===== config.mk =====
export PLATFORM = sky130hd
export DESIGN_NAME = mrf_out
export DESIGN_NICKNAME = d
export VERILOG_FILES = /design/src/hw/rtl/mrf_pkg.sv /design/src/hw/rtl/mrf_out.sv
export SDC_FILE = /design/constraint.sdc
export NUM_CORES = 1
export LEC_CHECK = 0
export ABC_AREA = 1
export BUFFER_PORTS_ARGS = -buffer_cell sky130_fd_sc_hd__buf_4
export CORE_MARGIN = 3
export CORE_UTILIZATION = 38
export CTS_CLUSTER_DIAMETER = 80
export CTS_CLUSTER_SIZE = 28
export DETAILED_ROUTE_END_ITERATION = 7
export PLACE_DENSITY_LB_ADDON = 0.2
export SLEW_MARGIN = 5
export SYNTH_ARGS = -nofsm -noshare
export SYNTH_HDL_FRONTEND = slang
export SYNTH_SLANG_ARGS = --single-unit
export TNS_END_PERCENT = 50

===== constraint.sdc =====
create_clock -name clk -period 2.5 [get_ports clk]
set_clock_uncertainty 0.05 [all_clocks]
set_input_delay 0.25 -clock clk [delete_from_list [all_inputs] [get_ports clk]]
set_output_delay 0.25 -clock clk [all_outputs]
set_load 0.03 [all_outputs]

===== src/hw/rtl/mrf_pkg.sv =====
`default_nettype none

package mrf_pkg;

	// Field widths of one word on either channel.
	localparam int ACTION_W = 2;
	localparam int SIZE_W   = 12;
	localparam int BYTE_W   = 8;
	localparam int STATUS_W = 3;

	// Ring geometry.
	localparam int RING_BYTES_DEF = 4096;
	localparam int HEADER_BYTES   = 8;
	localparam logic [31:0] CANARY = 32'hDEADBEEF;

	// Request codes.
	localparam logic [ACTION_W-1:0] ACT_PUT_HDR  = 2'd0;
	localparam logic [ACTION_W-1:0] ACT_PUT_DATA = 2'd1;
	localparam logic [ACTION_W-1:0] ACT_GET_HDR  = 2'd2;
	localparam logic [ACTION_W-1:0] ACT_GET_DATA = 2'd3;

	// Status codes.
	localparam logic [STATUS_W-1:0] ST_OK        = 3'd0;
	localparam logic [STATUS_W-1:0] ST_FULL      = 3'd1;
	localparam logic [STATUS_W-1:0] ST_EMPTY     = 3'd2;
	localparam logic [STATUS_W-1:0] ST_TOO_SMALL = 3'd3;
	localparam logic [STATUS_W-1:0] ST_CORRUPT   = 3'd4;
	localparam logic [STATUS_W-1:0] ST_NO_OPEN   = 3'd5;
	localparam logic [STATUS_W-1:0] ST_BAD_CAP   = 3'd6;

	// One result word as it passes from the sequencer to the output register.
	typedef struct packed {
		logic [STATUS_W-1:0] status;
		logic [SIZE_W-1:0]   msg_length;
		logic [BYTE_W-1:0]   data_out;
		logic                last;
		logic                queue_empty;
	} mrf_result_t;

endpackage

`default_nettype wire


===== src/hw/rtl/mrf_out.sv =====
`default_nettype none

module mrf_out (
	input  logic                          clk,
	input  logic                          arst_n,
	input  logic                          load,
	input  mrf_pkg::mrf_result_t          res,
	output logic                          ready,
	output logic                          out_valid,
	input  logic                          out_stall,
	output logic [mrf_pkg::STATUS_W-1:0]  status,
	output logic [mrf_pkg::SIZE_W-1:0]    msg_length,
	output logic [mrf_pkg::BYTE_W-1:0]    data_out,
	output logic                          last,
	output logic                          queue_empty
);

	import mrf_pkg::*;

	logic        valid_q;
	mrf_result_t data_q;

	// The register can take a new word when empty or when its word leaves now.
	assign ready = !valid_q || !out_stall;

	// Valid flag of the output word.
	always_ff @(posedge clk or negedge arst_n) begin
		if (!arst_n) begin
			valid_q <= 1'b0;
		end else if (load && ready) begin
			valid_q <= 1'b1;
		end else if (!out_stall) begin
			valid_q <= 1'b0;
		end
	end

	// Output word; held while the receiver stalls.
	always_ff @(posedge clk) begin
		if (load && ready) begin
			data_q <= res;
		end
	end

	assign out_valid   = valid_q;
	assign status      = data_q.status;
	assign msg_length  = data_q.msg_length;
	assign data_out    = data_q.data_out;
	assign last        = data_q.last;
	assign queue_empty = data_q.queue_empty;

endmodule

`default_nettype wire


==> results.cfg <==
[route]
remaining_drc_errors = 0
via_count = 492
dr.pass1.iters = 3
ant_nets = 0
via_per_inst = 4.24
wl_per_cell_um = 12.0
drtIter0Drc = 4
wl_mm = 1.39

[floorplan]
num_rows = 15
die_y_um = 51.7
start_util = 0.431
die_area_sq_um = 2670
dieWidth_um = 51.7
core_area_sq_um = 1840
ios = 56

[pwr]
ir_worst_vdd_mv = 0.352
leakagePower_uw = 0.000550
p_per_area_nw_per_um2 = 630

[sta]
finalSetupViolations = 0
fin_tns_setup_ns = 0
timing.fmax_mhz = 624
hold_viol_final = 0
slew_viol_final = 0
worst_slew_pin_slew_ns = 0.612
fin_crit_ns = 1.60
whs_ns = 0.0631
rsz0062_at_grt = false
max-slew-margin-rel = 0.592
finalCritPeriodShare = 0.641

[cts]
clkTransAtPathRegs_ns = 0.12
clock_path_buffers = 2
hold_buffers = 1
numCtsBuffers = 3
htreeDepth = 1
insertion_delay_ns = 0.30
cts_tree = built
cts.sinks = 26
postCtsSetupRepairBufs = 0
cts_root_buffer = clkbuf_4
cts_resized = 0

[worst_setup_path]
startpoint = out_valid$_DFFE_PN0P_
crit_end = data_out[4]$_DFFE_PP_
crit_required_ns = 2.46
cp-end-kind = flop
r2r-start = out_valid$_DFFE_PN0P_
worstPathArrival_ns = 1.57
rr_worst_depth = 2
ff2ff_setup_slack_ns = 0.90
start_kind = flop
critical_path_class = reg2reg
r2r-end = data_out[4]$_DFFE_PP_
critPathMaxFanout = 14

[synth]
yosys_warnings = 0
syn_area_per_cell_sq_um = 26.4
netlist_instances = 30
yosys.cell_types.count = 5
syn_nets = 59
synth_seq_cells = 26
synthesis.area_sq_um = 792
seq_area_frac_synth = 0.979

[place]
gp_congestion = 0.656
portBuffers = 55

[cells_and_area]
fill_cells = 129
diodes = 0
syn_to_final_growth_pct = 62.1
final_nets = 121
drive_above_1_share = 0.659

[grt]
grtUsageTotal = 0.108
antenna_found_initial = 0
grt_pass1_vias = 455
grt-ovfl-total = 0
grt_max_degree = 15
grt_pass1_wl_mm = 2.01

[outcome]
outcome = complete, no violations

[worst_hold_path]
hold_class = in2reg

[job]
max_cap_violations = 0
==> registers in the layout, indices dropped and copies added, names as in the netlist <==
signal,flops
msg_length,12
data_out,8
status,3
last,1
out_valid,1
queue_empty,1
==> worst max-delay path, cell delays in order (launching register included) <==
cell     delay (ns)
dfrtp_1        0.43
a21oi_2        0.51
buf_4          0.32
==> worst min-delay path by stage <==
stage	startpoint	end	slack [ns]	cells after the start
3_5_place_dp	arst_n	out_valid$_DFFE_PN0P_	-0.02	1
4_1_cts	res[15]	msg_length[5]$_DFFE_PP_	0.05	1
2_1_floorplan	arst_n	out_valid$_DFFE_PN0P_	-0.1	0
5_1_grt	res[12]	msg_length[2]$_DFFE_PP_	0.03	1
3_3_place_gp	arst_n	out_valid$_DFFE_PN0P_	-0.02	1
6_report	res[12]	msg_length[2]$_DFFE_PP_	0.06	1
==> cell usage in the layout, fill, tap and decap left out <==
master / synthesis / layout
nand2_1: 2 / 2
a21oi_2: 0 / 1
clkinv_1: 0 / 1
edfxtp_1: 25 / 25
buf_4: 0 / 56
inv_1: 1 / 1
dfrtp_1: 1 / 1
dlygate4sd3_1: 0 / 1
clkbuf_4: 0 / 3
==> synth_stat cells <==
master | number | area (sq um)
dfrtp_1 | 1 | 25.0
nand2_1 | 2 | 7.51
a21oi_1 | 1 | 5.00
inv_1 | 1 | 3.75
edfxtp_1 | 25 | 751
==> metrics by stage <==
stage	setup WS [ns]	instances	total power [uW]	instance area, sq um	utilization
floorplan	0.222	30	582	792	-
global placement	0.924	111	655	1250	0.678
detailed placement	0.902	111	656	1250	0.678
CTS	0.880	116	821	1280	0.698
global route	0.798	116	851	1280	0.698
finish	0.897	116	809	1280	0.698
==> power breakdown <==
part	switching [uW]	leakage [uW]	internal (uW)
clock	105	0.0000154	58.2
sequential	6.94	0.000249	506
combinational	73.4	0.000286	59.0
==> cell families (layout without fill, tap and decap cells) <==
family,Yosys count,in the layout,synth area share
AND/OR/NAND/NOR,2,2,0.00948
flip-flops,26,26,0.979
buffers and inverters,1,62,0.00473
AO/OA/AOI/OAI,1,1,0.00631
==> per-layer routing <==
layer,track usage,wire length [um]
met1,0.128,463
met2,0.182,799
met3,0.0287,131
met4,0.0524,0
met5,0,0
==> final cells by class <==
type	count	area [sq um]	area share
inverter	1	3.75	0.00292
clock inverter	1	3.75	0.00292
timing repair buffer	57	430	0.335
tap	25	31.3	0.0244
multi-input combinational	3	16.3	0.0127
clock buffer	3	22.5	0.0175
sequential	26	776	0.604
No activity file was read; power rests on OpenSTA's default activity.
