<file path="src/hw/rtl/mrf_pkg.sv">
`default_nettype none

package mrf_pkg;

	// Field widths of one word on either channel.
	localparam int ACTION_W = 2;
	localparam int SIZE_W   = 12;
	localparam int BYTE_W   = 8;
	localparam int STATUS_W = 3;

	// Ring geometry.
	localparam int RING_BYTES_DEF = 4096;
	localparam int HEADER_BYTES   = 8;
	localparam logic [31:0] CANARY = 32'hDEADBEEF;

	// Request codes.
	localparam logic [ACTION_W-1:0] ACT_PUT_HDR  = 2'd0;
	localparam logic [ACTION_W-1:0] ACT_PUT_DATA = 2'd1;
	localparam logic [ACTION_W-1:0] ACT_GET_HDR  = 2'd2;
	localparam logic [ACTION_W-1:0] ACT_GET_DATA = 2'd3;

	// Status codes.
	localparam logic [STATUS_W-1:0] ST_OK        = 3'd0;
	localparam logic [STATUS_W-1:0] ST_FULL      = 3'd1;
	localparam logic [STATUS_W-1:0] ST_EMPTY     = 3'd2;
	localparam logic [STATUS_W-1:0] ST_TOO_SMALL = 3'd3;
	localparam logic [STATUS_W-1:0] ST_CORRUPT   = 3'd4;
	localparam logic [STATUS_W-1:0] ST_NO_OPEN   = 3'd5;
	localparam logic [STATUS_W-1:0] ST_BAD_CAP   = 3'd6;

	// One result word as it passes from the sequencer to the output register.
	typedef struct packed {
		logic [STATUS_W-1:0] status;
		logic [SIZE_W-1:0]   msg_length;
		logic [BYTE_W-1:0]   data_out;
		logic                last;
		logic                queue_empty;
	} mrf_result_t;

endpackage

`default_nettype wire

</file>
<file path="src/hw/rtl/mrf_ctrl.sv">
`default_nettype none

module mrf_ctrl #(
	parameter int RING_BYTES = mrf_pkg::RING_BYTES_DEF,
	localparam int PTR_W = $clog2(RING_BYTES)
) (
	input  logic                          clk,
	input  logic                          arst_n,
	input  logic                          in_valid,
	output logic                          in_stall,
	input  logic [mrf_pkg::ACTION_W-1:0]  action,
	input  logic [mrf_pkg::SIZE_W-1:0]    msg_size,
	input  logic [mrf_pkg::BYTE_W-1:0]    data_in,
	output logic                          ram_we,
	output logic [PTR_W-1:0]              ram_waddr,
	output logic [mrf_pkg::BYTE_W-1:0]    ram_wdata,
	output logic [PTR_W-1:0]              ram_raddr,
	input  logic [mrf_pkg::BYTE_W-1:0]    ram_rdata,
	output logic                          res_load,
	output mrf_pkg::mrf_result_t          res,
	input  logic                          res_ready
);

	import mrf_pkg::*;

	localparam int CMP_W = (PTR_W + 1 > SIZE_W + 1) ? PTR_W + 1 : SIZE_W + 1;
	localparam logic [PTR_W:0]   RING_C = (PTR_W + 1)'(RING_BYTES);
	localparam logic [PTR_W-1:0] HDR_P  = PTR_W'(HEADER_BYTES);

	// Sequencer states.
	localparam logic [2:0] S_IDLE      = 3'd0;
	localparam logic [2:0] S_PUT_HDR   = 3'd1;
	localparam logic [2:0] S_GET_CHK   = 3'd2;
	localparam logic [2:0] S_GET_RD    = 3'd3;
	localparam logic [2:0] S_GET_EVAL  = 3'd4;
	localparam logic [2:0] S_DATA_WAIT = 3'd5;
	localparam logic [2:0] S_DONE      = 3'd6;

	logic [2:0]          state_q;
	logic [PTR_W-1:0]    read_q;
	logic [PTR_W-1:0]    commit_q;
	logic [PTR_W-1:0]    fill_q;
	logic [SIZE_W-1:0]   put_owed_q;
	logic [PTR_W-1:0]    get_owed_q;
	logic                put_open_q;
	logic                get_open_q;
	logic [3:0]          cnt_q;
	logic [SIZE_W-1:0]   size_q;
	logic [63:0]         hdr_q;
	logic [STATUS_W-1:0] status_q;
	logic [SIZE_W-1:0]   len_q;
	logic [BYTE_W-1:0]   dout_q;
	logic                last_q;

	logic [PTR_W:0]      diff;
	logic [PTR_W:0]      used;
	logic [PTR_W:0]      free_bytes;
	logic                is_full;
	logic [63:0]         hdr_word;
	logic [BYTE_W-1:0]   hdr_byte;
	logic [31:0]         hdr_len;
	logic [31:0]         hdr_canary;
	logic [31:0]         room;
	logic [PTR_W-1:0]    fill_next;
	logic                accept;

	// Pointer advance with wrap at the ring size; both operands stay below it.
	function automatic logic [PTR_W-1:0] ptr_add(input logic [PTR_W-1:0] p,
			input logic [PTR_W-1:0] n);
		logic [PTR_W:0] s;
		s = {1'b0, p} + {1'b0, n};
		if (s >= RING_C) begin
			s = s - RING_C;
		end
		return s[PTR_W-1:0];
	endfunction

	// Occupancy of committed bytes and the space left for a new put.
	always_comb begin
		diff       = {1'b0, commit_q} - {1'b0, read_q};
		used       = diff[PTR_W] ? diff + RING_C : diff;
		free_bytes = RING_C - used;
		is_full    = CMP_W'(free_bytes) <= CMP_W'(msg_size) + CMP_W'(HEADER_BYTES);
	end

	// Header bytes as stored: length little endian, then the canary.
	assign hdr_word   = {CANARY, 20'd0, size_q};
	assign hdr_byte   = hdr_word[{cnt_q[2:0], 3'b000} +: BYTE_W];
	assign hdr_len    = hdr_q[31:0];
	assign hdr_canary = hdr_q[63:32];
	assign room       = 32'(used) - 32'(HEADER_BYTES);
	assign fill_next  = ptr_add(fill_q, PTR_W'(1));

	assign in_stall = (state_q != S_IDLE);
	assign accept   = in_valid && !in_stall;

	// Memory port steering.
	assign ram_we    = (accept && action == ACT_PUT_DATA && put_open_q) ||
			(state_q == S_PUT_HDR);
	assign ram_waddr = fill_q;
	assign ram_wdata = (state_q == S_PUT_HDR) ? hdr_byte : data_in;
	assign ram_raddr = (state_q == S_GET_RD) ? ptr_add(read_q, PTR_W'(cnt_q[2:0])) : read_q;

	// Result handed to the output register.
	assign res_load        = (state_q == S_DONE);
	assign res.status      = status_q;
	assign res.msg_length  = len_q;
	assign res.data_out    = dout_q;
	assign res.last        = last_q;
	assign res.queue_empty = (read_q == commit_q);

	// Main sequencer: pointer state, header writes and reads, result build.
	always_ff @(posedge clk or negedge arst_n) begin
		if (!arst_n) begin
			state_q    <= S_IDLE;
			read_q     <= '0;
			commit_q   <= '0;
			fill_q     <= '0;
			put_owed_q <= '0;
			get_owed_q <= '0;
			put_open_q <= 1'b0;
			get_open_q <= 1'b0;
			cnt_q      <= '0;
			size_q     <= '0;
			hdr_q      <= '0;
			status_q   <= ST_OK;
			len_q      <= '0;
			dout_q     <= '0;
			last_q     <= 1'b0;
		end else begin
			unique case (state_q)
				S_IDLE: begin
					if (accept) begin
						status_q <= ST_OK;
						len_q    <= '0;
						dout_q   <= '0;
						last_q   <= 1'b0;
						unique case (action)
							ACT_PUT_HDR: begin
								// Any open put is abandoned first.
								put_open_q <= 1'b0;
								put_owed_q <= '0;
								fill_q     <= commit_q;
								if (is_full) begin
									status_q <= ST_FULL;
									state_q  <= S_DONE;
								end else begin
									size_q  <= msg_size;
									cnt_q   <= '0;
									state_q <= S_PUT_HDR;
								end
							end
							ACT_PUT_DATA: begin
								if (!put_open_q) begin
									status_q <= ST_NO_OPEN;
								end else begin
									fill_q     <= fill_next;
									put_owed_q <= put_owed_q - SIZE_W'(1);
									if (put_owed_q == SIZE_W'(1)) begin
										commit_q   <= fill_next;
										put_open_q <= 1'b0;
									end
								end
								state_q <= S_DONE;
							end
							ACT_GET_HDR: begin
								// Skip the unread rest of an open message.
								size_q <= msg_size;
								if (get_open_q) begin
									read_q     <= ptr_add(read_q, get_owed_q);
									get_open_q <= 1'b0;
									get_owed_q <= '0;
								end
								state_q <= S_GET_CHK;
							end
							ACT_GET_DATA: begin
								if (!get_open_q) begin
									status_q <= ST_NO_OPEN;
									state_q  <= S_DONE;
								end else begin
									state_q <= S_DATA_WAIT;
								end
							end
							default: begin
								state_q <= S_DONE;
							end
						endcase
					end
				end
				S_PUT_HDR: begin
					fill_q <= fill_next;
					cnt_q  <= cnt_q + 4'd1;
					if (cnt_q == 4'd7) begin
						if (size_q == '0) begin
							commit_q <= fill_next;
						end else begin
							put_open_q <= 1'b1;
							put_owed_q <= size_q;
						end
						state_q <= S_DONE;
					end
				end
				S_GET_CHK: begin
					if (size_q == '0) begin
						status_q <= ST_BAD_CAP;
						state_q  <= S_DONE;
					end else if (used == '0) begin
						status_q <= ST_EMPTY;
						state_q  <= S_DONE;
					end else if (used < (PTR_W + 1)'(HEADER_BYTES)) begin
						status_q <= ST_CORRUPT;
						state_q  <= S_DONE;
					end else begin
						cnt_q   <= '0;
						state_q <= S_GET_RD;
					end
				end
				S_GET_RD: begin
					// Reads issue on counts 0 to 7; each byte lands one count later.
					cnt_q <= cnt_q + 4'd1;
					if (cnt_q != 4'd0) begin
						hdr_q <= {ram_rdata, hdr_q[63:8]};
					end
					if (cnt_q == 4'd8) begin
						state_q <= S_GET_EVAL;
					end
				end
				S_GET_EVAL: begin
					if (hdr_canary != CANARY || hdr_len > room) begin
						status_q <= ST_CORRUPT;
					end else if (hdr_len > 32'(size_q)) begin
						status_q <= ST_TOO_SMALL;
						len_q    <= hdr_len[SIZE_W-1:0];
					end else begin
						len_q      <= hdr_len[SIZE_W-1:0];
						read_q     <= ptr_add(read_q, HDR_P);
						get_owed_q <= hdr_len[PTR_W-1:0];
						get_open_q <= (hdr_len != 32'd0);
					end
					state_q <= S_DONE;
				end
				S_DATA_WAIT: begin
					dout_q     <= ram_rdata;
					read_q     <= ptr_add(read_q, PTR_W'(1));
					get_owed_q <= get_owed_q - PTR_W'(1);
					if (get_owed_q == PTR_W'(1)) begin
						get_open_q <= 1'b0;
						last_q     <= 1'b1;
					end
					state_q <= S_DONE;
				end
				S_DONE: begin
					if (res_ready) begin
						state_q <= S_IDLE;
					end
				end
				default: begin
					state_q <= S_IDLE;
				end
			endcase
		end
	end

endmodule

`default_nettype wire

</file>
<file path="config.mk">
export PLATFORM = sky130hd
export DESIGN_NAME = mrf_ctrl
export DESIGN_NICKNAME = d
export VERILOG_FILES = /design/src/hw/rtl/mrf_pkg.sv /design/src/hw/rtl/mrf_ctrl.sv
export SDC_FILE = /design/constraint.sdc
export NUM_CORES = 1
export LEC_CHECK = 0
export BUFFER_PORTS_ARGS = -buffer_cell sky130_fd_sc_hd__buf_2
export CAP_MARGIN = 20
export CORE_UTILIZATION = 35
export DETAILED_ROUTE_END_ITERATION = 8
export PLACE_DENSITY = 0.53
export SETUP_SLACK_MARGIN = 0.02
export SYNTH_ARGS = -nofsm -noshare
export SYNTH_HDL_FRONTEND = slang
export SYNTH_SLANG_ARGS = --single-unit
</file>
<file path="constraint.sdc">
create_clock -name clk -period 5.1 [get_ports clk]
set_clock_uncertainty 0.05 [all_clocks]
set_input_delay 0.255 -clock clk [delete_from_list [all_inputs] [get_ports clk]]
set_output_delay 0.255 -clock clk [all_outputs]
set_load 0.01 [all_outputs]
</file>
==> results list, run 1 <==
- Result of the run: finished clean
- TritonCTS built the clock tree.
- Hold timing on the final database bottoms out at a slack of 0.0206 ns.
- First-pass GRT wire length: 52.2 mm
* DP HPWL: 24.2 mm
* Yosys cell types: 84
- After routing the design area is 13600 um^2.
* Synthesis-to-layout area growth: 19.1%
- For this run, the detailed router's first-pass iteration total came to 5.
* Static leakage: 6.23 nW
- The worst setup path is captured at a flop.
* Routed Wire Length: 33.0 mm
- Clock-pin slew reported for the worst setup and hold paths after clock tree synthesis: 0.08 ns
- Of the available clock period, the critical path in the final layout requires 0.990.
- Worst Path Required: 5.36 ns
- Buffers inserted during clock tree synthesis total 17.
- Total DRC errors in the routed layout: 0
- Measured against its own limit, the worst slew margin works out to 0.360.
* Synthesized area: 11400 um^2
- Max Freq: 198 MHz
- Vias per Instance: 5.42
- Antenna violations before repair: 0
* Critical path data arrival time: 5.31 ns
* Asr flop ratio synth: 1.00
- Dividing the detail-routed wire length by the instance count gives 18.1 um.
* Number of enable-type register cells in the synthesized netlist: 0
* Via count of the first global-routing pass: 9569
- Summed over all failing endpoints, the final setup total negative slack is 0 ns.
- Max cap viols: 0
- Setup repair after global routing missed its margin: yes
- Die area: 33400 um^2
- Die Y: 183 um
* Syn nets: 1386
- Via total after detailed routing: 9906
- Final #Nets: 1512
- Total GRT Usage: 0.199
- Pin count of the biggest net entering global routing: 114
- Min Clock Period, post-route: 5.05 ns
* Clock sink count: 169
* Starting density of the core: 0.359
- Leaving out fill and tap cells, the most frequent cells in the layout are dfrtp_1 (168), nand2_1 (110), nor2_1 (107).
- Critical path peak fanout: 10
* Finish-stage setup viols: 0
- Across the VDD grid, the largest voltage drop is 0.355 mV.
- Global routing finished with a remaining overflow of 0.
- Root cell of the clock tree: clkbuf_16
* Worst-margin pin slew: 0.949 ns
* H-tree level count: 4
* Post-DP Area: 12600 um^2
- Portion of synthesized cell area occupied by the leading cell type: 0.370
* Leading area contributor after synthesis: dfrtp_1
- Yosys attributes the largest share of cell area to dfrtp_1 (37%), ha_1 (11%), mux2_2 (6.7%).
* Die width: 183 um
- Counting flops and latches in the post-synthesis netlist gives 169.
- The worst hold path belongs to the class in2reg.
- Placer congestion estimate: 0.870
- Most common library cell in the layout ignoring fill and taps: dfrtp_1
* Critical-path cell list: inv_1 -> ha_2 -> inv_1 -> fa_2 -> a21o_1 -> a221oi_4 -> a21oi_2 -> xnor2_2 -> nand4b_1 -> nor2_2 -> nand2_4 -> buf_4 -> ha_1 -> a21o_1 -> a21o_1 -> a221oi_1 -> o21ai_0 -> a221o_1 -> o21ai_2 -> o211ai_4 -> buf_2 -> o21ai_0 -> o21ai_0
- PortBufs: 93
* Buf/Inv on CP: 4
* Final std cells w/o fill: 1826
* Most used flip-flop cell after synthesis: dfrtp_1
- Critical Path Start Type: flop
* Kind of critical path: reg2reg
- The core region is 31800 um^2.
- Power spread over the standard cell area amounts to 639 nW/um^2.
- The final-report max-slew violation count came to 0.
* Maximum number of buffers from clock root to sink: 2
- Rows: 65
- Total placed cells including tap cells: 1773
- The filler cells instantiated in the layout total 3108.
- In this run the count of I/O pins placed on the die edge is 94.
* Yosys warning count: 0
* Antenna diodes: 0
* Register area share after synthesis: 0.370
* Kind of cell with the highest combined delay on the critical path: compound AO/OA/AOI/OAI gates
- Hold Vio Cnt, Final: 0
* Worst-skew pair later-pin latency: 0.44 ns
* Share of layout cells above drive strength 1: 0.218
- Each instance of the synthesized netlist takes up on average 9.12 um^2.
* Crit path max-delay cell type: dfrtp_1
- Peak per-stage delay on the critical path: 0.39 ns
- Count of mapped cells out of synthesis: 1252
* Antenna viol nets, final: 0
- The first routing iteration left 584 violations.
==> through the flow <==
step	power [mW]	util	setup slack [ns]
2_1_floorplan	5.49	-	0.0847
3_3_place_gp	6.96	0.395	0.106
3_5_place_dp	7.04	0.395	-0.0124
4_1_cts	8.50	0.419	0.0356
5_1_grt	9.39	0.428	-0.250
6_report	8.69	0.428	0.0510
==> worst paths after layout <==
| path | start | end | slack, ns | cells after the start |
|---|---|---|---|---|
| setup / recovery | commit_q[0]$_DFFE_PN0P_ | get_owed_q[2]$_DFFE_PN0P_ | 0.05 | 23 |
| hold / removal | msg_size[7] | size_q[7]$_DFFE_PN0P_ | 0.02 | 3 |
| setup reg to reg | commit_q[0]$_DFFE_PN0P_ | get_owed_q[2]$_DFFE_PN0P_ | 0.05 | 23 |
| hold reg to reg | len_q[2]$_DFFE_PN0P_ | len_q[2]$_DFFE_PN0P_ | 0.44 | 2 |
| max in group asynchronous | arst_n | hdr_q[26]$_DFFE_PN0P_ | 3.67 | 3 |
| min in group asynchronous | arst_n | ram_waddr[6]$_DFFE_PN0P_ | 0.28 | 2 |
==> repair_timing <==
item	in CTS	in global routing
endpoints found under the hold margin	65	0
endpoints found under the setup margin	16	49
hold buffers	10	0
pin swaps	1	12
buffers inserted	1	5
cloned	0	4
gates resized for setup	2	53
==> cells by family (layout without fill, tap and decap cells) <==
logic type | Yosys count | after routing | share of synthesized area
multiplexers | 74 | 74 | 0.0723
buffers and inverters | 107 | 246 | 0.0383
AO/OA/AOI/OAI | 319 | 319 | 0.177
AND/OR/NAND/NOR | 422 | 422 | 0.183
flip-flops | 169 | 169 | 0.370
XOR/XNOR | 61 | 61 | 0.0474
adder cells (fa/ha/maj) | 100 | 100 | 0.112
==> cell type report <==
type                            count  area [um^2]  area share
Clock buffer                       17          425      0.0313
Clock inverter                     15          219      0.0161
Inverter                           55          206      0.0152
Multi-Input combinational cell    976         6940       0.510
Sequential cell                   169         4230       0.311
Tap cell                          435          544      0.0400
Timing Repair Buffer              159         1040      0.0767
==> where the power goes <==
part / switching [mW] / internal, mW
clock: 0.721 / 0.696
combinational: 2.75 / 2.12
sequential: 0.586 / 1.81
==> sequential cells by signal, indices dropped and copies added (netlist names) <==
name,flops
cnt_q,4
commit_q,12
dout_q,8
get_open_q,1
get_owed_q,12
hdr_q,64
last_q,1
len_q,12
put_open_q,1
put_owed_q,12
ram_waddr,12
read_q,12
size_q,12
state_q,3
status_q,3
==> worst min-delay path, cell delays in order <==
cell     delay, ns
buf_2         0.11
nand2_1       0.05
o21ai_0       0.06
==> layer usage <==
| layer | track usage | share of wire | vias up |
|---|---|---|---|
| met5 | 0 | 0 | - |
| met4 | 0.0518 | 0.017 | 0 |
| met3 | 0.0373 | 0.049 | 36 |
| met2 | 0.317 | 0.46 | 228 |
| met1 | 0.277 | 0.48 | 4852 |
| li1 | - | - | 4790 |
==> cell usage after synthesis, types with 25 or more instances <==
master / number
a21oi_1: 82
clkbuf_1: 37
dfrtp_1: 169
ha_1: 97
inv_1: 55
mux2_2: 68
nand2_1: 111
nand3_1: 42
nor2_1: 110
nor3_1: 32
nor4_1: 25
o21ai_0: 111
xnor2_1: 39
Note: power is estimated with default switching activity, not from simulation.
==> inputs of run 2 (changes only) <==
CTS_BUF_LIST = sky130_fd_sc_hd__clkbuf_2   (was unset)
PLACE_DENSITY = 0.51   (was 0.53)
clock period = 5.6 ns   (was 5.1 ns; I/O delays follow)
==> results list, run 2 (synthesis gave the netlist of run 1 again) <==
- The run finished with clean final reports.
- After clock tree synthesis, the clock-pin slew on the worst setup and hold paths is 0.32 ns.
* Pin count of the biggest net entering global routing: 61
* H-tree level count: 4
* Kind of critical path: reg2reg
* Min Clock Period, post-route: 5.24 ns
* Final Cycle Share: 0.936
* Antenna viol nets, final: 0
- Fillers: 3186
* Worst-margin pin slew: 1.07 ns
- Summed over all layers, the global routing overflow is 0.
- Launch point of the worst path: commit_q[0]$_DFFE_PN0P_
* Net load switching power: 3.51 mW
- Overall power consumption: 7.10 mW
* Internal power: 3.59 mW
- For this run, the total global-route usage over all layers was measured as 0.200.
- Worst Path Required: 6.28 ns
- Via count of the first global-routing pass: 9410
- Destination of the worst register-to-register timing path: read_q[3]$_DFFE_PN0P_
* Clock sink count: 169
* First-pass GRT wire length: 52.2 mm
- Hold Crit Class: in2reg
* Placer congestion estimate: 0.914
- Sequential share of power: 0.307
* Die area: 33400 um^2
* DP HPWL: 24.0 mm
- In the final design database the tool counted 1502 nets.
- In this run the clock root is driven by a clkbuf_2.
- The worst register-to-register path has a depth of 22.
- hdr_q holds more flip-flops than any other register.
* Peak supply drop: 0.170 mV
- For the worst setup path, the data arrival time is 5.93 ns.
* Share of layout cells above drive strength 1: 0.188
- The share of total power dissipated in the clock network is 0.099.
- The floorplan step set the die width to 183 um.
- After the flow finishes, the layout carries non-filler instances totaling 1817.
* Switch share: 0.494
- Hold timing on the final database bottoms out at a slack of 0.163 ns.
- The floorplan has 65 rows.
- Max Freq: 191 MHz
* Critical Path Sink: read_q[3]$_DFFE_PN0P_
- The core region is 31800 um^2.
- The initial antenna violation count is 1.
- STA classifies the critical path startpoint as a flop.
- The longest clock path from root to sink contains 2 buffers.
- The area growth from synthesis to layout is 14.8%.
- Worst flop-to-flop path startpoint: commit_q[0]$_DFFE_PN0P_
* Total DRC errors in the routed layout: 0
* Final routed wire length divided by cell count: 17.8 um
- Clock tree synthesis inserted a total of 17 buffers.
- Relative contribution of combinational cells to total power: 0.593
- Via total after detailed routing: 9664
- Finish-stage setup viols: 0
- Num ports: 94
* Combined flip-flop and latch cell area: 4230 um^2
- The hold violation total from the final report came to 0.
* Worst-case headroom to the max-slew limit: 0.289
* Number of DRC violations after detailed-routing iteration 0: 675
* Register-to-register path setup slack: 0.36 ns
- Endpoint kind of the worst setup timing path: flop
- The multi-input combinational cells in the finished layout cover a total of 6860 um^2.
- Power spread over the standard cell area amounts to 542 nW/um^2.
- Number of flip-flops in the largest register: 64
- Worst-skew pair later-pin latency: 0.80 ns
- During placement, the flow inserted port buffers numbering 93.
* Critical path peak fanout: 42
- Routed Wire Length: 32.4 mm
* Most common library cell in the layout ignoring fill and taps: dfrtp_1
* Clock tree from TritonCTS: done
* Die Y: 183 um
- Number of iterations in the first detailed-routing pass: 5
* Vias per Instance: 5.32
- Most used cells in the layout excluding fill and tap cells: dfrtp_1 (169), nand2_1 (111), o21ai_0 (110)
- Starting density of the core: 0.359
- Static leakage: 6.00 nW
* Max cap viols: 0
- Total placed cells including tap cells: 1752
- The final-report max-slew violation count came to 0.
## run 2: changes by cell type in the layout (fill, tap and decap cells not counted), sizes merged, moves of 5 or more
cell | before | now
clkinv | 4 | 9
buf | 148 | 120
inv | 66 | 61
dlygate4sd3 | 10 | 28
## run 2: cell type report
cell class,count,share of cell area
timing repair buffer,149,0.0760
multi-input combinational,976,0.524
clock inverter,15,0.0138
sequential,169,0.323
antenna,1,0.000191
clock buffer,17,0.00649
inverter,55,0.0158
tap,435,0.0415
## run 2: what timing repair did
item,CTS,global route
gates resized for setup,0,18
endpoints found under the hold margin,162,0
buffers inserted,0,2
endpoints found under the setup margin,0,27
hold buffers,29,0
## run 2: worst min-delay path by stage
| stage | from | end | slack [ns] | cells past startpoint |
|---|---|---|---|---|
| final | ram_rdata[5] | dout_q[5]$_DFFE_PN0P_ | 0.16 | 4 |
| after global routing | ram_rdata[0] | dout_q[0]$_DFFE_PN0P_ | 0.10 | 4 |
| after CTS | ram_rdata[5] | dout_q[5]$_DFFE_PN0P_ | 0.06 | 4 |
| after detailed placement | arst_n | put_owed_q[7]$_DFFE_PN0P_ | 0.22 | 1 |
| after global placement | arst_n | put_owed_q[6]$_DFFE_PN0P_ | 0.23 | 1 |
| after floorplan | arst_n | cnt_q[0]$_DFFE_PN0P_ | -0.07 | 0 |
## run 2: worst max-delay path: stages, from the launching register on
cell,delay (ns)
dfrtp_1,0.47
inv_1,0.07
ha_1,0.21
inv_1,0.07
fa_1,0.40
a21o_1,0.24
a221oi_4,0.35
a21oi_4,0.14
mux2i_4,0.24
nor3_4,0.25
nand2_1,0.09
buf_4,0.22
ha_1,0.32
a21o_1,0.18
a21o_1,0.17
a221oi_1,0.27
o21ai_0,0.14
a221o_1,0.41
o21ai_2,0.17
o211ai_2,0.12
buf_8,0.22
nor4_2,0.27
a211o_1,0.12
## run 2: per-layer routing
| metal | up-vias | part of all wire | GRT usage |
|---|---|---|---|
| li1 | 4776 | - | - |
| met2 | 228 | 0.44 | 0.305 |
| met3 | 34 | 0.042 | 0.0341 |
| met5 | - | 0 | 0 |
| met4 | 0 | 0.019 | 0.0615 |
| met1 | 4626 | 0.50 | 0.287 |
## run 2: power by group through the flow
| stage | clock (mW) | sequential, mW | combinational [mW] |
|---|---|---|---|
| 6_report | 0.704 | 2.18 | 4.22 |
| 5_1_grt | 0.785 | 2.27 | 4.71 |
| 4_1_cts | 0.743 | 2.18 | 4.11 |
| 3_5_place_dp | 0 | 2.21 | 4.06 |
| 3_3_place_gp | 0 | 2.21 | 4.02 |
| 2_1_floorplan | 0 | 2.02 | 2.98 |
## run 2: through the flow
step           cell area, um^2  worst slack, ns  setup TNS [ns]  utilization
5_1_grt                  13100         -0.00538        -0.00538        0.412
3_5_place_dp             12400            0.105               0        0.390
2_1_floorplan            11400            0.434               0            -
4_1_cts                  13000           0.0220               0        0.408
6_report                 13100            0.357               0        0.412
3_3_place_gp             12400            0.145               0        0.390
==> inputs of run 3 (changes only) <==
ABC_AREA = 1   (was unset)
==> results list, run 3 <==
* Congestion Overflow GR: 0
- Total placed cells including tap cells: 2109
* Post-layout util: 0.400
- STA puts the critical path data required time at 6.31 ns.
- Clock tree from TritonCTS: done
- The first routing iteration left 712 violations.
* Worst-skew pair later-pin latency: 0.87 ns
- CP dominant cell by count: nand2_1
- Register area share after synthesis: 0.353
- Peak per-stage delay on the critical path: 0.54 ns
* Yosys warning count: 0
- Routed Wire Length: 34.5 mm
* Placer congestion estimate: 0.938
- For this run, the leading register cell type out of synthesis is dfrtp_1.
- In the final layout, the multi-input gates occupy 6750 um^2.
- Maximum number of buffers from clock root to sink: 2
- In the layout the commonest cells are nand2_1 (379), inv_1 (198), dfrtp_1 (169).
- Relative contribution of combinational cells to total power: 0.628
- The finished layout holds 2173 standard cells, fillers aside.
- The biggest area contributor in the post-synthesis netlist is dfrtp_1.
- TritonCTS created 17 clock buffers.
* Synthesized area: 12000 um^2
* PD cells: 616 nW/um^2
* Root cell of the clock tree: clkbuf_2
- Syn nets: 1734
- CTS built an H-tree with a depth of 4.
- Combined flip-flop and latch cell area: 4230 um^2
* Starting density of the core: 0.356
- Most numerous cell types in the synthesized netlist: nand2_1 (379), inv_1 (198), dfrtp_1 (169)
* Vias per Instance: 4.98
* Startpoint of the tightest hold check path: ram_rdata[4]
* Clock-pin slew reported for the worst setup and hold paths after clock tree synthesis: 0.30 ns
* Final #Nets: 1844
- Via count of the first global-routing pass: 10400
- Final routed wire length divided by cell count: 15.9 um
- Die area: 35000 um^2
* Count of mapped cells out of synthesis: 1600
* Result of the run: finished clean
* Cell with the most instances after synthesis: nand2_1
- Die width: 187 um
* Total GRT Usage: 0.203
- The core region is 33600 um^2.
* Worst-case headroom to the max-slew limit: 0.367
- Crit path max-delay cell type: dfrtp_1
- Detailed placement ended at an HPWL of 26.2 mm.
* Max Freq: 211 MHz
- The critical path contains buffers and inverters numbering 3 combined.
- Launch point of the worst path: read_q[1]$_DFFE_PN0P_
- Of the total power, the clock network draws 0.085.
- Counting instances, the worst hold path has a depth of 4.
- Leaving out fill and tap cells, the most frequent cell in the layout is nand2_1.
- Internal power: 3.85 mW
* Min Clock Period, post-route: 4.73 ns
- Pin placement for this block handled 94 I/O pins.
- Net load switching power: 4.44 mW
- The endpoint identified for the worst register-to-register timing path is get_owed_q[4]$_DFFE_PN0P_.
- A synthesized cell averages 7.49 um^2.
- Compared with the post-synthesis result, the final layout area differs by 12.2%.
- FF+latch count, synth: 169
* Number of flip-flops in the largest register: 64
* Fillers: 3514
* Final Slew Violations: 0
- The clock drives 169 sinks.
- Of the total power, registers draw 0.287.
* Yosys cell types: 54
- Sum of negative setup slack: 0 ns
- Worst-margin pin slew: 0.950 ns
- Critical path data arrival time: 5.45 ns
- In the routed design, unresolved DRC markers number 0.
- The critical path crosses 25 cells after its start point.
* Switch share: 0.536
- Along the worst path, the maximum fanout reaches 35.
- In the synthesized netlist the async set-or-reset flop fraction comes to 1.00.
* Register-to-register path setup slack: 0.87 ns
- Top cells by area in the synthesized netlist: dfrtp_1 (35%), nand2_1 (12%), ha_1 (10%)
- Antenna viol nets, final: 0
- Number of iterations in the first detailed-routing pass: 5
- The worst-case IR drop observed on VDD is 0.206 mV.
- Worst flop-to-flop path startpoint: read_q[1]$_DFFE_PN0P_
- Rows: 67
- Input and output buffers added on the ports amount to 93.
* Endpoint kind of the worst setup timing path: flop
* Die Y: 187 um
* Kind of critical path: reg2reg
* First-pass GRT wire length: 55.9 mm
* Register bank with the most flops: hdr_q
- Final WS setup: 0.866 ns
- The worst hold path terminates at hdr_q[60]$_DFFE_PN0P_.
- On the critical path the largest part of the delay comes from simple AND/OR/NAND/NOR gates.
- Portion of synthesized cell area occupied by the leading cell type: 0.353
* Final Cycle Share: 0.845
* Via total after detailed routing: 10800
* Critical Path Start Type: flop
- The tool flagged a number of max-cap violations equal to 0.
* Pin count of the biggest net entering global routing: 71
* Number of enable-type register cells in the synthesized netlist: 0
- Hold Vio Cnt, Final: 0
* Share of layout cells above drive strength 1: 0.118
* Setup repair after global routing missed its margin: no
- Static leakage: 6.95 nW
- The initial antenna violation count came to 2.
* Worst-case setup slack after placement: 0.865 ns
* Hold Crit Class: in2reg
* Finish-stage setup viols: 0
- The completed layout was analyzed and its total power is 8.29 mW.
- The number of cells on the worst reg-to-reg path is 25.
## run 3: cell count changes in the layout (fill, tap and decap cells not counted), moves of 12 or more
| cell | change |
|---|---|
| buf_4 | -18 |
| xnor2_1 | -29 |
| a21o_1 | -17 |
| and3_1 | -15 |
| mux2_2 | -59 |
| inv_1 | +143 |
| nor4_1 | -16 |
| nand3_1 | +47 |
| xor2_1 | +33 |
| a21oi_1 | +32 |
| nor2_1 | +45 |
| nand2_1 | +268 |
| nor2b_1 | -12 |
## run 3: area by class of cell
cell class	count	area share
diodes	2	0.000372
clock buffers	18	0.00670
clock inverters	14	0.0114
inverters	212	0.0596
multi-input cells	1180	0.502
flip-flops and latches	169	0.315
well taps	448	0.0417
repair buffers	130	0.0636
## run 3: cells by family after synthesis
kind of cell               count (synthesis)  synth area share
xor gates and xnor gates                  62            0.0453
DFF                                      169             0.353
adders and majority gates                100             0.106
buffers and inverters                    251            0.0840
and+or+nand+nor                          707             0.256
AOI/OAI and AO/OA                        296             0.141
muxes                                     15            0.0144
## run 3: power by group through the flow
stage / clock (mW) / sequential (mW) / combinational, mW
CTS: 0.734 / 2.38 / 5.23
finish: 0.707 / 2.38 / 5.20
global placement: 0 / 2.40 / 5.12
global route: 0.780 / 2.46 / 5.94
detailed placement: 0 / 2.40 / 5.16
floorplan: 0 / 2.24 / 3.87
## run 3: repair_timing
item | 4_1_cts | 5_1_grt
endpoints found under the hold margin | 146 | 0
hold buffers | 30 | 0
setup buffers | 0 | 0
resized for setup | 0 | 0
## run 3: how the worst max path moves through the flow
stage                                           end  slack [ns]
after floorplan               read_q[3]$_DFFE_PN0P_        1.28
after global placement        read_q[8]$_DFFE_PN0P_        0.99
after global routing          read_q[3]$_DFFE_PN0P_        0.27
after detailed placement      read_q[9]$_DFFE_PN0P_        0.87
final                     get_owed_q[4]$_DFFE_PN0P_        0.87
after CTS                     read_q[9]$_DFFE_PN0P_        0.84
## run 3: through the flow
stage,cell area (um^2),hold WS (ns)
final,13400,0.122
after global routing,13400,0.0504
after CTS,13400,0.0357
after detailed placement,12900,0.307
after global placement,12900,0.301
after floorplan,12000,-0.0656
## run 3: routing by layer
layer,GRT usage,share of wire,up-vias
met2,0.313,0.44,236
met1,0.288,0.50,5074
met4,0.0665,0.021,0
met5,0,0,-
met3,0.0325,0.044,38
li1,-,-,5468
## run 3: worst reg2reg max path, delay by kind of cell, from the launching register on
kind | cells | cell delay, ns
buffers and inverters | 3 | 0.48
and+or+nand+nor | 18 | 2.50
adders and majority gates | 2 | 0.83
AOI/OAI and AO/OA | 2 | 0.25
DFF | 1 | 0.54
